`config.mk`:
```
export PLATFORM = sky130hd
export DESIGN_NAME = murmur64a_hash_unit
export DESIGN_NICKNAME = d
export VERILOG_FILES = /design/src/design/mh64_pkg.sv /design/src/design/mh64_front.sv /design/src/design/mh64_mul.sv /design/src/design/mh64_back.sv /design/src/design/murmur64a_hash_unit.sv
export VERILOG_INCLUDE_DIRS = /design/src /design/src/design
export SDC_FILE = /design/constraint.sdc
export NUM_CORES = 2
export LEC_CHECK = 0
export ABC_AREA = 1
export BUFFER_PORTS_ARGS = -buffer_cell sky130_fd_sc_hd__buf_4
export CAP_MARGIN = 20
export CELL_PAD_IN_SITES_DETAIL_PLACEMENT = 1
export CELL_PAD_IN_SITES_GLOBAL_PLACEMENT = 1
export CORE_AREA = 2 2 342 344
export CTS_CLUSTER_SIZE = 28
export DETAILED_ROUTE_END_ITERATION = 10
export DIE_AREA = 0 0 344 346
export PLACE_DENSITY = 0.95
export SYNTH_ARGS = -nofsm -noshare
export SYNTH_HDL_FRONTEND = slang
export SYNTH_SLANG_ARGS = --single-unit
```
`constraint.sdc`:
```
create_clock -name clk -period 13 [get_ports clk]
set_clock_uncertainty 0.15 [all_clocks]
set_input_delay 0 -clock clk [delete_from_list [all_inputs] [get_ports clk]]
set_output_delay 0 -clock clk [all_outputs]
set_load 0.02 [all_outputs]
```
`src/design/murmur64a_hash_unit_assert.svh`:
```
// ----------------------------------------------------------------------------
// murmur64a_hash_unit assertion macros
// Clocked on clk, disabled while rst is high.
// ----------------------------------------------------------------------------
`ifndef MURMUR64A_HASH_UNIT_ASSERT_SVH
`define MURMUR64A_HASH_UNIT_ASSERT_SVH

// Property must hold at every edge out of reset.
`define MH_ASSERT(label, prop, msg) \
  label: assert property (@(posedge clk) disable iff (rst) (prop)) else $error(msg);

// Consequence must hold in the cycle after the antecedent.
`define MH_ASSERT_NEXT(label, ante, cons, msg) \
  label: assert property (@(posedge clk) disable iff (rst) (ante) |=> (cons)) \
    else $error(msg);

`endif

```
`src/design/mh64_pkg.sv`:
```
// ----------------------------------------------------------------------------
// mh64_pkg
// Shared constants and types of the MurmurHash64A unit.
// ----------------------------------------------------------------------------
`timescale 1ns / 1ps

package mh64_pkg;

  localparam logic [63:0] MIX_MUL   = 64'hc6a4a7935bd1e995;
  localparam int          MIX_SHIFT = 47;
  localparam logic [3:0]  BYTES_FULL = 4'd8;

  typedef enum logic [1:0] {
    OP_SKIP,
    OP_TAIL,
    OP_FULL
  } op_kind_t;

  typedef struct packed {
    logic [63:0] word;
    op_kind_t    kind;
    logic        first;
    logic        last;
    logic [31:0] len;
  } q_entry_t;

  typedef struct packed {
    logic        start;
    logic [63:0] operand;
  } mul_req_t;

  typedef struct packed {
    logic        busy;
    logic        done;
    logic [63:0] result;
  } mul_rsp_t;

endpackage

```
`src/design/mh64_front.sv`:
```
// ----------------------------------------------------------------------------
// mh64_front
// Input side: classifies each word, masks tail bytes, two-entry queue.
// ----------------------------------------------------------------------------
`timescale 1ns / 1ps

module mh64_front import mh64_pkg::*; (
  input  logic        clk,
  input  logic        rst,
  input  logic        in_valid,
  output logic        in_stall,
  input  logic [63:0] data_word,
  input  logic [3:0]  bytes_valid,
  input  logic        first_word,
  input  logic        last_word,
  input  logic [31:0] message_length,
  input  logic        pop,
  output logic        q_valid,
  output q_entry_t    q_entry
);

  q_entry_t   entries [2];
  logic       wr_ptr;
  logic       rd_ptr;
  logic [1:0] count;
  logic       push;
  q_entry_t   cls;

  always_comb begin
    cls.first = first_word;
    cls.last  = last_word;
    cls.len   = message_length;
    for (int i = 0; i < 8; i++) begin
      cls.word[8*i +: 8] = (4'(i) < bytes_valid) ? data_word[8*i +: 8] : 8'h00;
    end
    if (bytes_valid >= BYTES_FULL) begin
      cls.kind = OP_FULL;
      cls.word = data_word;
    end else if (bytes_valid == 4'd0) begin
      cls.kind = OP_SKIP;
    end else begin
      cls.kind = OP_TAIL;
    end
  end

  assign in_stall = (count == 2'd2);
  assign push     = in_valid && !in_stall;
  assign q_valid  = (count != 2'd0);
  assign q_entry  = entries[rd_ptr];

  always_ff @(posedge clk) begin
    if (rst) begin
      wr_ptr <= 1'b0;
      rd_ptr <= 1'b0;
      count  <= 2'd0;
    end else begin
      if (push) begin
        entries[wr_ptr] <= cls;
        wr_ptr          <= !wr_ptr;
      end
      if (pop) begin
        rd_ptr <= !rd_ptr;
      end
      count <= count + 2'(push) - 2'(pop);
    end
  end

endmodule

```
`src/design/mh64_mul.sv`:
```
// ----------------------------------------------------------------------------
// mh64_mul
// Multi-cycle 64-bit multiply by the mix constant, modulo 2^64.
// ----------------------------------------------------------------------------
`timescale 1ns / 1ps

module mh64_mul import mh64_pkg::*; (
  input  logic     clk,
  input  logic     rst,
  input  mul_req_t req,
  output mul_rsp_t rsp
);

  logic [63:0] x;
  logic [63:0] prod;
  logic [63:0] acc;
  logic [63:0] result;
  logic [1:0]  step;
  logic        busy;
  logic        done;
  logic [31:0] mul_a;
  logic [31:0] mul_b;
  logic [63:0] pp;

  // Only three partial products reach the low 64 bits.
  always_comb begin
    case (step)
      2'd0: begin
        mul_a = x[31:0];
        mul_b = MIX_MUL[31:0];
      end
      2'd1: begin
        mul_a = x[31:0];
        mul_b = MIX_MUL[63:32];
      end
      default: begin
        mul_a = x[63:32];
        mul_b = MIX_MUL[31:0];
      end
    endcase
  end

  assign pp = 64'(mul_a) * 64'(mul_b);

  always_ff @(posedge clk) begin
    if (rst) begin
      busy <= 1'b0;
      done <= 1'b0;
      step <= 2'd0;
    end else begin
      done <= 1'b0;
      if (req.start) begin
        x    <= req.operand;
        step <= 2'd0;
        busy <= 1'b1;
      end else if (busy) begin
        case (step)
          2'd0: begin
            prod <= pp;
            step <= 2'd1;
          end
          2'd1: begin
            acc  <= prod;
            prod <= pp;
            step <= 2'd2;
          end
          2'd2: begin
            acc  <= acc + {prod[31:0], 32'h0};
            prod <= pp;
            step <= 2'd3;
          end
          default: begin
            result <= acc + {prod[31:0], 32'h0};
            done   <= 1'b1;
            busy   <= 1'b0;
            step   <= 2'd0;
          end
        endcase
      end
    end
  end

  assign rsp.busy   = busy;
  assign rsp.done   = done;
  assign rsp.result = result;

endmodule

```
`src/design/mh64_back.sv`:
```
// ----------------------------------------------------------------------------
// mh64_back
// Accumulator sequencer: seeds, absorbs, finalizes and holds the digest.
// ----------------------------------------------------------------------------
`timescale 1ns / 1ps
`include "murmur64a_hash_unit_assert.svh"

module mh64_back import mh64_pkg::*; (
  input  logic        clk,
  input  logic        rst,
  input  logic        q_valid,
  input  q_entry_t    q_entry,
  output logic        pop,
  input  logic        hash_seed_valid,
  input  logic [63:0] hash_seed,
  output mul_req_t    mul_req,
  input  mul_rsp_t    mul_rsp,
  output logic        out_valid,
  input  logic        out_stall,
  output logic [63:0] digest
);

  typedef enum logic [2:0] {
    S_IDLE,
    S_LEN,
    S_K1,
    S_K2,
    S_TAIL,
    S_ACC,
    S_FIN,
    S_OUT
  } state_t;

  state_t      state;
  q_entry_t    cur;
  logic [63:0] seed;
  logic [63:0] h;
  logic [63:0] k;
  logic        issued;
  logic [63:0] res;

  function automatic state_t absorb_state(op_kind_t kind);
    case (kind)
      OP_FULL: absorb_state = S_K1;
      OP_TAIL: absorb_state = S_TAIL;
      default: absorb_state = S_FIN;
    endcase
  endfunction

  assign res = mul_rsp.result;
  assign pop = (state == S_IDLE) && q_valid;

  always_comb begin
    case (state)
      S_LEN:   mul_req.operand = {32'h0, cur.len};
      S_K1:    mul_req.operand = cur.word;
      S_K2:    mul_req.operand = k;
      S_ACC:   mul_req.operand = h;
      S_FIN:   mul_req.operand = h ^ (h >> MIX_SHIFT);
      default: mul_req.operand = h;
    endcase
    mul_req.start = !issued &&
                    ((state inside {S_LEN, S_K1, S_K2, S_ACC}) ||
                     (state == S_FIN && cur.last));
  end

  always_ff @(posedge clk) begin
    if (rst) begin
      state     <= S_IDLE;
      issued    <= 1'b0;
      seed      <= 64'h0;
      h         <= 64'h0;
      out_valid <= 1'b0;
    end else begin
      if (hash_seed_valid) begin
        seed <= hash_seed;
      end
      if (out_valid && !out_stall && state != S_OUT) begin
        out_valid <= 1'b0;
      end
      if (mul_req.start) begin
        issued <= 1'b1;
      end
      case (state)
        S_IDLE: begin
          if (q_valid) begin
            cur   <= q_entry;
            state <= q_entry.first ? S_LEN : absorb_state(q_entry.kind);
          end
        end
        S_LEN: begin
          if (mul_rsp.done) begin
            issued <= 1'b0;
            h      <= seed ^ res;
            state  <= absorb_state(cur.kind);
          end
        end
        S_K1: begin
          if (mul_rsp.done) begin
            issued <= 1'b0;
            k      <= res ^ (res >> MIX_SHIFT);
            state  <= S_K2;
          end
        end
        S_K2: begin
          if (mul_rsp.done) begin
            issued <= 1'b0;
            h      <= h ^ res;
            state  <= S_ACC;
          end
        end
        S_TAIL: begin
          h     <= h ^ cur.word;
          state <= S_ACC;
        end
        S_ACC: begin
          if (mul_rsp.done) begin
            issued <= 1'b0;
            h      <= res;
            state  <= S_FIN;
          end
        end
        S_FIN: begin
          if (!cur.last) begin
            state <= S_IDLE;
          end else if (mul_rsp.done) begin
            issued <= 1'b0;
            k      <= res ^ (res >> MIX_SHIFT);
            state  <= S_OUT;
          end
        end
        S_OUT: begin
          // hold until the output register is free or being emptied
          if (!out_valid || !out_stall) begin
            digest    <= k;
            out_valid <= 1'b1;
            state     <= S_IDLE;
          end
        end
        default: state <= S_IDLE;
      endcase
    end
  end

  `MH_ASSERT(a_start_idle, mul_req.start |-> !mul_rsp.busy, "multiply started while busy")
  `MH_ASSERT(a_done_busy, mul_rsp.done |-> $past(mul_rsp.busy), "done without busy")
  `MH_ASSERT(a_pop_valid, pop |-> q_valid, "pop from empty queue")
  `MH_ASSERT(a_out_last, (state == S_OUT) |-> cur.last, "digest for non-last word")
  `MH_ASSERT_NEXT(a_issue_hold, issued && !mul_rsp.done, issued, "issue flag dropped")

endmodule

```
`src/design/murmur64a_hash_unit.sv`:
```
// ----------------------------------------------------------------------------
// murmur64a_hash_unit
// MurmurHash64A over a message of little-endian 64-bit words.
// ----------------------------------------------------------------------------
// Usage:
//   Input channel (in_valid / in_stall) carries one word: data_word,
//   bytes_valid, first_word, last_word, message_length. A word is taken when
//   in_valid is high and in_stall low. A two-entry queue sits in front of
//   the hash sequencer, so words are taken while an earlier one is at work.
//   Output channel (out_valid / out_stall) carries one digest per last word.
//   The digest register holds while out_stall is high; the sequencer waits
//   only when a second digest is ready before the first is taken.
//   hash_seed is written over its own valid/ready port (ready is always
//   high); write it only while no message is in flight.
//   Multiplier: every 64-bit multiply by the mix constant runs on one shared
//   32x32 multiplier in three partial products. A word takes 3 multiplies
//   if full, 1 if a tail, +1 on a first word, +1 on a last word; a tail word
//   adds an XOR step, and a word leaves through the output load on a last
//   word, through the finalize pass otherwise.
//   Reset (rst, synchronous): clears the queue, the seed and the accumulator.
// ----------------------------------------------------------------------------
`timescale 1ns / 1ps

module murmur64a_hash_unit import mh64_pkg::*; (
  input  logic        clk,
  input  logic        rst,
  input  logic        in_valid,
  output logic        in_stall,
  input  logic [63:0] data_word,
  input  logic [3:0]  bytes_valid,
  input  logic        first_word,
  input  logic        last_word,
  input  logic [31:0] message_length,
  output logic        out_valid,
  input  logic        out_stall,
  output logic [63:0] digest,
  input  logic        hash_seed_valid,
  output logic        hash_seed_ready,
  input  logic [63:0] hash_seed
);

  logic     q_valid;
  q_entry_t q_entry;
  logic     pop;
  mul_req_t mul_req;
  mul_rsp_t mul_rsp;

  assign hash_seed_ready = 1'b1;

  mh64_front u_front (
    .clk            (clk),
    .rst            (rst),
    .in_valid       (in_valid),
    .in_stall       (in_stall),
    .data_word      (data_word),
    .bytes_valid    (bytes_valid),
    .first_word     (first_word),
    .last_word      (last_word),
    .message_length (message_length),
    .pop            (pop),
    .q_valid        (q_valid),
    .q_entry        (q_entry)
  );

  mh64_mul u_mul (
    .clk (clk),
    .rst (rst),
    .req (mul_req),
    .rsp (mul_rsp)
  );

  mh64_back u_back (
    .clk             (clk),
    .rst             (rst),
    .q_valid         (q_valid),
    .q_entry         (q_entry),
    .pop             (pop),
    .hash_seed_valid (hash_seed_valid),
    .hash_seed       (hash_seed),
    .mul_req         (mul_req),
    .mul_rsp         (mul_rsp),
    .out_valid       (out_valid),
    .out_stall       (out_stall),
    .digest          (digest)
  );

endmodule
```
==> reports/metrics.sh, run 1 <==
YOSYS-TOP-CELLS-AREA='edfxtp_1 33%, fa_1 20%, inv_1 9.2%'
SYNTH.LARGEST_AREA_CELL='edfxtp_1'
POST_SYNTH_FA_HA_MAJ_AREA_FRACTION_PCT=29.1
ASYNC_FLOP_SHARE_PCT=0
ROWS=125
STOP_ERROR='[ERROR GRT-0116] Global routing finished with congestion. Check the congestion regions in the DRC Viewer.'
SHARE_OF_SYNTHESIZED_CELL_AREA_IN_AND_OR_NAND_AND_NOR_GATES_PCT=14.7
SYNTH_EDF_COUNT=683
DIE_SPAN_Y_UM=346
GRT_PASS1_WL_UM=508000
GPL.FINAL_WEIGHTED_CONGESTION=1.04
SYNTH-COMPOUND-AREA-SHARE_PCT=5.16
INITIAL_CORE_UTILIZATION_PCT=53.5
NUMBER_OF_H_TREE_LEVELS=3
SYNTH_CELL_TYPES=48
CTS_ROOT_BUFFER='clkbuf_16'
GRT_START_MAX_NET_PINS=91
CLOCKBUFFERDEPTH=3
REGISTER_BIT_COUNT_REPORTED_BY_YOSYS=825
AGGREGATE_GLOBAL_ROUTE_RESOURCE_USAGE_PCT=61.0
STATUS='stopped before the end'
SYNTH_WARNINGS=0
PORT_BUFFERS=236
GLOBALROUTEOVERFLOWTOTAL=48
CELLS_AFTER_SYNTH=6503
SYNTH.CELL_AREA_UM2=61800
PLACE.DETAILED.HPWL_UM=197000
SYNTH_LARGEST_TYPE_AREA_FRACTION_PCT=33.2
SYNTH_SEQUENTIAL_AREA_RATIO_PCT=37.8
COMBINATIONAL_FAMILY_WITH_THE_MOST_AREA_AFTER_SYNTHESIS='adder cells'
POSTCTSRESIZEDCELLS=0
DIE_WIDTH_UM=344
CTS-BUFFERS-INSERTED=89
YOSYS.AREA_SHARE.XOR_XNOR_PCT=0.993
SYNTHMUXAREASHARE_PCT=1.79
DOMINANTREGCELLSYNTH='edfxtp_1'
NUMBER_OF_GLOBAL_ROUTE_VIAS_BEFORE_REPAIR=66307
CLOCK_SINKS=825
SYN_AVG_CELL_AREA_UM2=9.50
DESIGN.PORTCOUNT=238
HALTSTAGE='global routing'
==> what timing repair did <==
action                                 4_1_cts
hold buffers                               272
endpoints found under the hold margin      368
setup buffers                                0
==> cells in the mapped netlist (28+ instances only) <==
master / count
a31oi_1: 66
dfxtp_1: 142
or2_2: 50
fa_1: 626
nor2_1: 387
nand2_1: 1342
inv_1: 1512
xor2_1: 62
a21oi_1: 108
or2_0: 28
o21ai_0: 252
buf_2: 39
edfxtp_1: 683
clkbuf_1: 107
ha_1: 435
nand3_1: 292
o211ai_1: 40
mux2_2: 98
==> kinds of logic after synthesis <==
logic type	Yosys count
buffers and inverters	1688
other	2
muxes	98
AOI/OAI and AO/OA	554
adders and majority gates	1061
and+or+nand+nor	2205
xor gates and xnor gates	70
DFF	825
==> layer usage <==
layer	track usage, %	overflow
met4	56.5	30
met3	41.2	0
met1	64.6	0
met2	78.3	18
met5	16.0	0
==> metrics by stage <==
| stage | utilization [%] | cells | cell area (um2) | hold WS, ps | worst slack, ps |
|---|---|---|---|---|---|
| floorplan | - | 6508 | 61800 | -71.5 | 4880 |
| global placement | 56.5 | 8151 | 65200 | 36.5 | 2960 |
| detailed placement | 56.5 | 8152 | 65200 | 40.5 | 2780 |
| CTS | 61.6 | 8591 | 71100 | 4.36 | 2660 |
==> run 2, diff against run 1 <==
Settings changed: CELL_PAD_IN_SITES_DETAIL_PLACEMENT 1 to unset, CELL_PAD_IN_SITES_GLOBAL_PLACEMENT 1 to unset, CORE_AREA 2 2 342 344 to 2 2 396 398, CTS_CLUSTER_SIZE 28 to unset, DIE_AREA 0 0 344 346 to 0 0 398 400, PLACE_DENSITY 0.95 to unset, PLACE_DENSITY_LB_ADDON set to 0.15.
==> reports/metrics.sh, run 2 <==
STATUS='finished, final reports clean'
YOSYS-TOP-CELLS-AREA='edfxtp_1 33%, fa_1 20%, inv_1 9.2%'
SYNTH.LARGEST_AREA_CELL='edfxtp_1'
TCRIT_TCLK_FINAL_PCT=75.6
CLK_PIN_SLEW_PS=70
ASYNC_FLOP_SHARE_PCT=0
INITIAL_CORE_UTILIZATION_PCT=39.8
DETAILROUTE.VIA_COUNT=45990
MAX_FREQ_MHz=102
DIE_SPAN_Y_UM=400
HOLD_PATH_CLASS='in -> reg'
LARGEST_REG_FLOPS=200
DR.PASS1.ITERS=8
CRIT_PATH_BUFFERS_INVERTERS=10
WORST-SLEW-PIN-TRANSITION_PS=1120
GLOBALROUTEOVERFLOWTOTAL=0
CTS_ROOT_BUFFER='clkbuf_16'
MAX_FLOP_REGISTER='u_front.entries'
TIMING_WORST_SETUP_PATH_TYPE='reg -> reg'
DRV_SLEW=0
CLOCK_SINKS=825
CPMAXSTAGEDELAYCELL='nor2_1'
SYNTH_SEQUENTIAL_AREA_RATIO_PCT=37.8
CTS_TREE='yes'
SYNTH_CELL_TYPES=48
REGISTER_BIT_COUNT_REPORTED_BY_YOSYS=825
LAYOUT_TOP_REGISTERS='u_front.entries: 200 flops, u_back.cur: 99 flops'
NUMBER_OF_H_TREE_LEVELS=3
SYNTH_EDF_COUNT=683
LAYOUT-DRIVE-GT1-SHARE_PCT=8.81
LAYOUT_COMMON_CELLS='1510 x inv_1, 1342 x nand2_1, 683 x edfxtp_1'
CLOCKBUFFERDEPTH=3
YOSYSMOSTFREQUENTCELL='inv_1'
FIN_NETS=8262
MAX_SLEW_MARGIN_VS_LIMIT_PCT=25.2
CTS-BUFFERS-INSERTED=86
TIMING.MAX_CAP.VIOLATIONS=0
CLK-INSERTION-DELAY-LATE_PS=690
WORST_SETUP_PATH_START_KIND='flip-flop'
DP_SLACK_PS=3140
WIRE_PER_INST_UM=23.3
GPL.FINAL_WEIGHTED_CONGESTION=0.995
NUMBER_OF_ANTENNA_VIOLATIONS_AT_THE_FIRST_CHECK_IN_GLOBAL_ROUTING=2
LAYOUT.CELL_AREA.NON_FILLER_UM2=71700
DR_VIAS_CELL=5.02
FIN_HOLD_WS_PS=19.9
PLACE.DETAILED.HPWL_UM=171000
POSTLAYOUTSETUPSLACKWORST_PS=3170
CP_MAX_FO=22
SYNTH_WARNINGS=0
FINAL_ANTENNA_NET_COUNT=0
CPLARGESTDELAYFAMILY='adder cells'
NUMBER_OF_GLOBAL_ROUTE_VIAS_BEFORE_REPAIR=45385
SYNTH_LARGEST_TYPE_AREA_FRACTION_PCT=33.2
PORT_BUFFERS=236
LAYOUT.CELLS.MOST_COMMON='inv_1'
DRC=0
REQUIRED_PS=13270
ROWS=145
GRT_PASS1_WL_UM=311000
NUMBER_OF_HOLD_VIOLATIONS_IN_THE_FINAL_REPORT=0
GRT_START_MAX_NET_PINS=82
DRT_FIRST_ITER_VIOLATIONS=4193
NETLIST_TOP_CELLS_COUNT='1512 x inv_1, 1342 x nand2_1, 683 x edfxtp_1'
RSZ0062_AT_GRT='no'
DIE_WIDTH_UM=398
SYN2LAYOUT_AREA_GROWTH_PCT=16.1
SETUP-TNS-FINAL_PS=0
SYN_AVG_CELL_AREA_UM2=9.50
DESIGN.PORTCOUNT=238
FILLERINSTANCES=14738
CORE_AREA_UM2=155000
CELLS_AFTER_SYNTH=6503
PERIOD_MINUS_SLACK_PS=9830
SETUP_VIOL_COUNT_FINAL=0
POST_DP_CELL_AREA_UM2=66000
DOMINANTREGCELLSYNTH='edfxtp_1'
CRITICAL-PATH-MAX-STAGE-DELAY_PS=620
WORST_PATH_MOST_REPEATED_CELL='fa_1'
WORST-ENDPOINT-ARRIVAL_PS=10090
SYNTH.CELL_AREA_UM2=61800
AGGREGATE_GLOBAL_ROUTE_RESOURCE_USAGE_PCT=26.9
DESIGN.DIE.AREA_UM2=159000
CRIT_PATH_END_KIND='flip-flop'
POSTROUTEWIRELENGTH_UM=214000
==> run 2: cell counts after synthesis <==
Identical to the previous run, type by type.
==> run 2: worst paths after layout <==
| check | startpoint | end | slack, ps | depth (start not counted) |
|---|---|---|---|---|
| setup reg to reg | u_mul.step[1]$_SDFFE_PN0P_ | u_mul.prod[54]$_DFFE_PP_ | 3170 | 32 |
| hold / removal | hash_seed[44] | u_back.seed[44]$_SDFFE_PP0P_ | 20 | 4 |
| setup / recovery | u_mul.step[1]$_SDFFE_PN0P_ | u_mul.prod[54]$_DFFE_PP_ | 3170 | 32 |
| hold reg to reg | u_mul.acc[15]$_DFFE_PP_ | u_mul.result[15]$_DFFE_PP_ | 270 | 0 |
==> run 2: cells by family after synthesis <==
group	synth area share, %
mux	1.79
xor+xnor	0.993
simple gates	14.7
buf+inv	10.4
other cells	0.0122
flops	37.8
fa+ha+maj	29.1
compound gates	5.16
==> run 2: timing repair <==
action                                 4_1_cts  5_1_grt
buffers inserted                             0        0
hold buffers                               303        0
gates resized for setup                      0        0
endpoints found under the hold margin      317        0
==> run 2: cell type report <==
cell class                      instances  area, um2  area share [%]
Antenna cell                            4       10.0          0.0140
Inverter                             1527       5730            8.00
Clock buffer                          126       2400            3.35
Multi-Input combinational cell       3995      32100            44.8
Sequential cell                       825      23400            32.6
Timing Repair Buffer                  595       5230            7.29
Tap cell                             2058       2570            3.59
Clock inverter                         35        302           0.420
==> run 2: worst min-delay path, cell delays in order <==
cell and delay (ps):
dlygate4sd3_1 520, buf_4 100, o21ai_0 70, a21oi_1 120
==> run 2: routing by layer <==
| metal | track usage (%) | vias to the layer above | part of all wire, % |
|---|---|---|---|
| met1 | 39.1 | 22953 | 46 |
| met2 | 43.5 | 1404 | 47 |
| met5 | 0 | - | 0.0061 |
| li1 | - | 21432 | - |
| met4 | 5.49 | 2 | 2.1 |
| met3 | 3.11 | 199 | 5.7 |
==> run 2: metrics by stage <==
stage | util [%] | instances
floorplan | - | 6508
global placement | 42.5 | 8696
detailed placement | 42.5 | 8697
CTS | 46.2 | 9161
global route | 46.2 | 9161
finish | 46.2 | 9165
Power of run 2 is left out: the tool's default activity adds up to more than one toggle a clock period on the data nets, which glitch-free logic cannot reach.
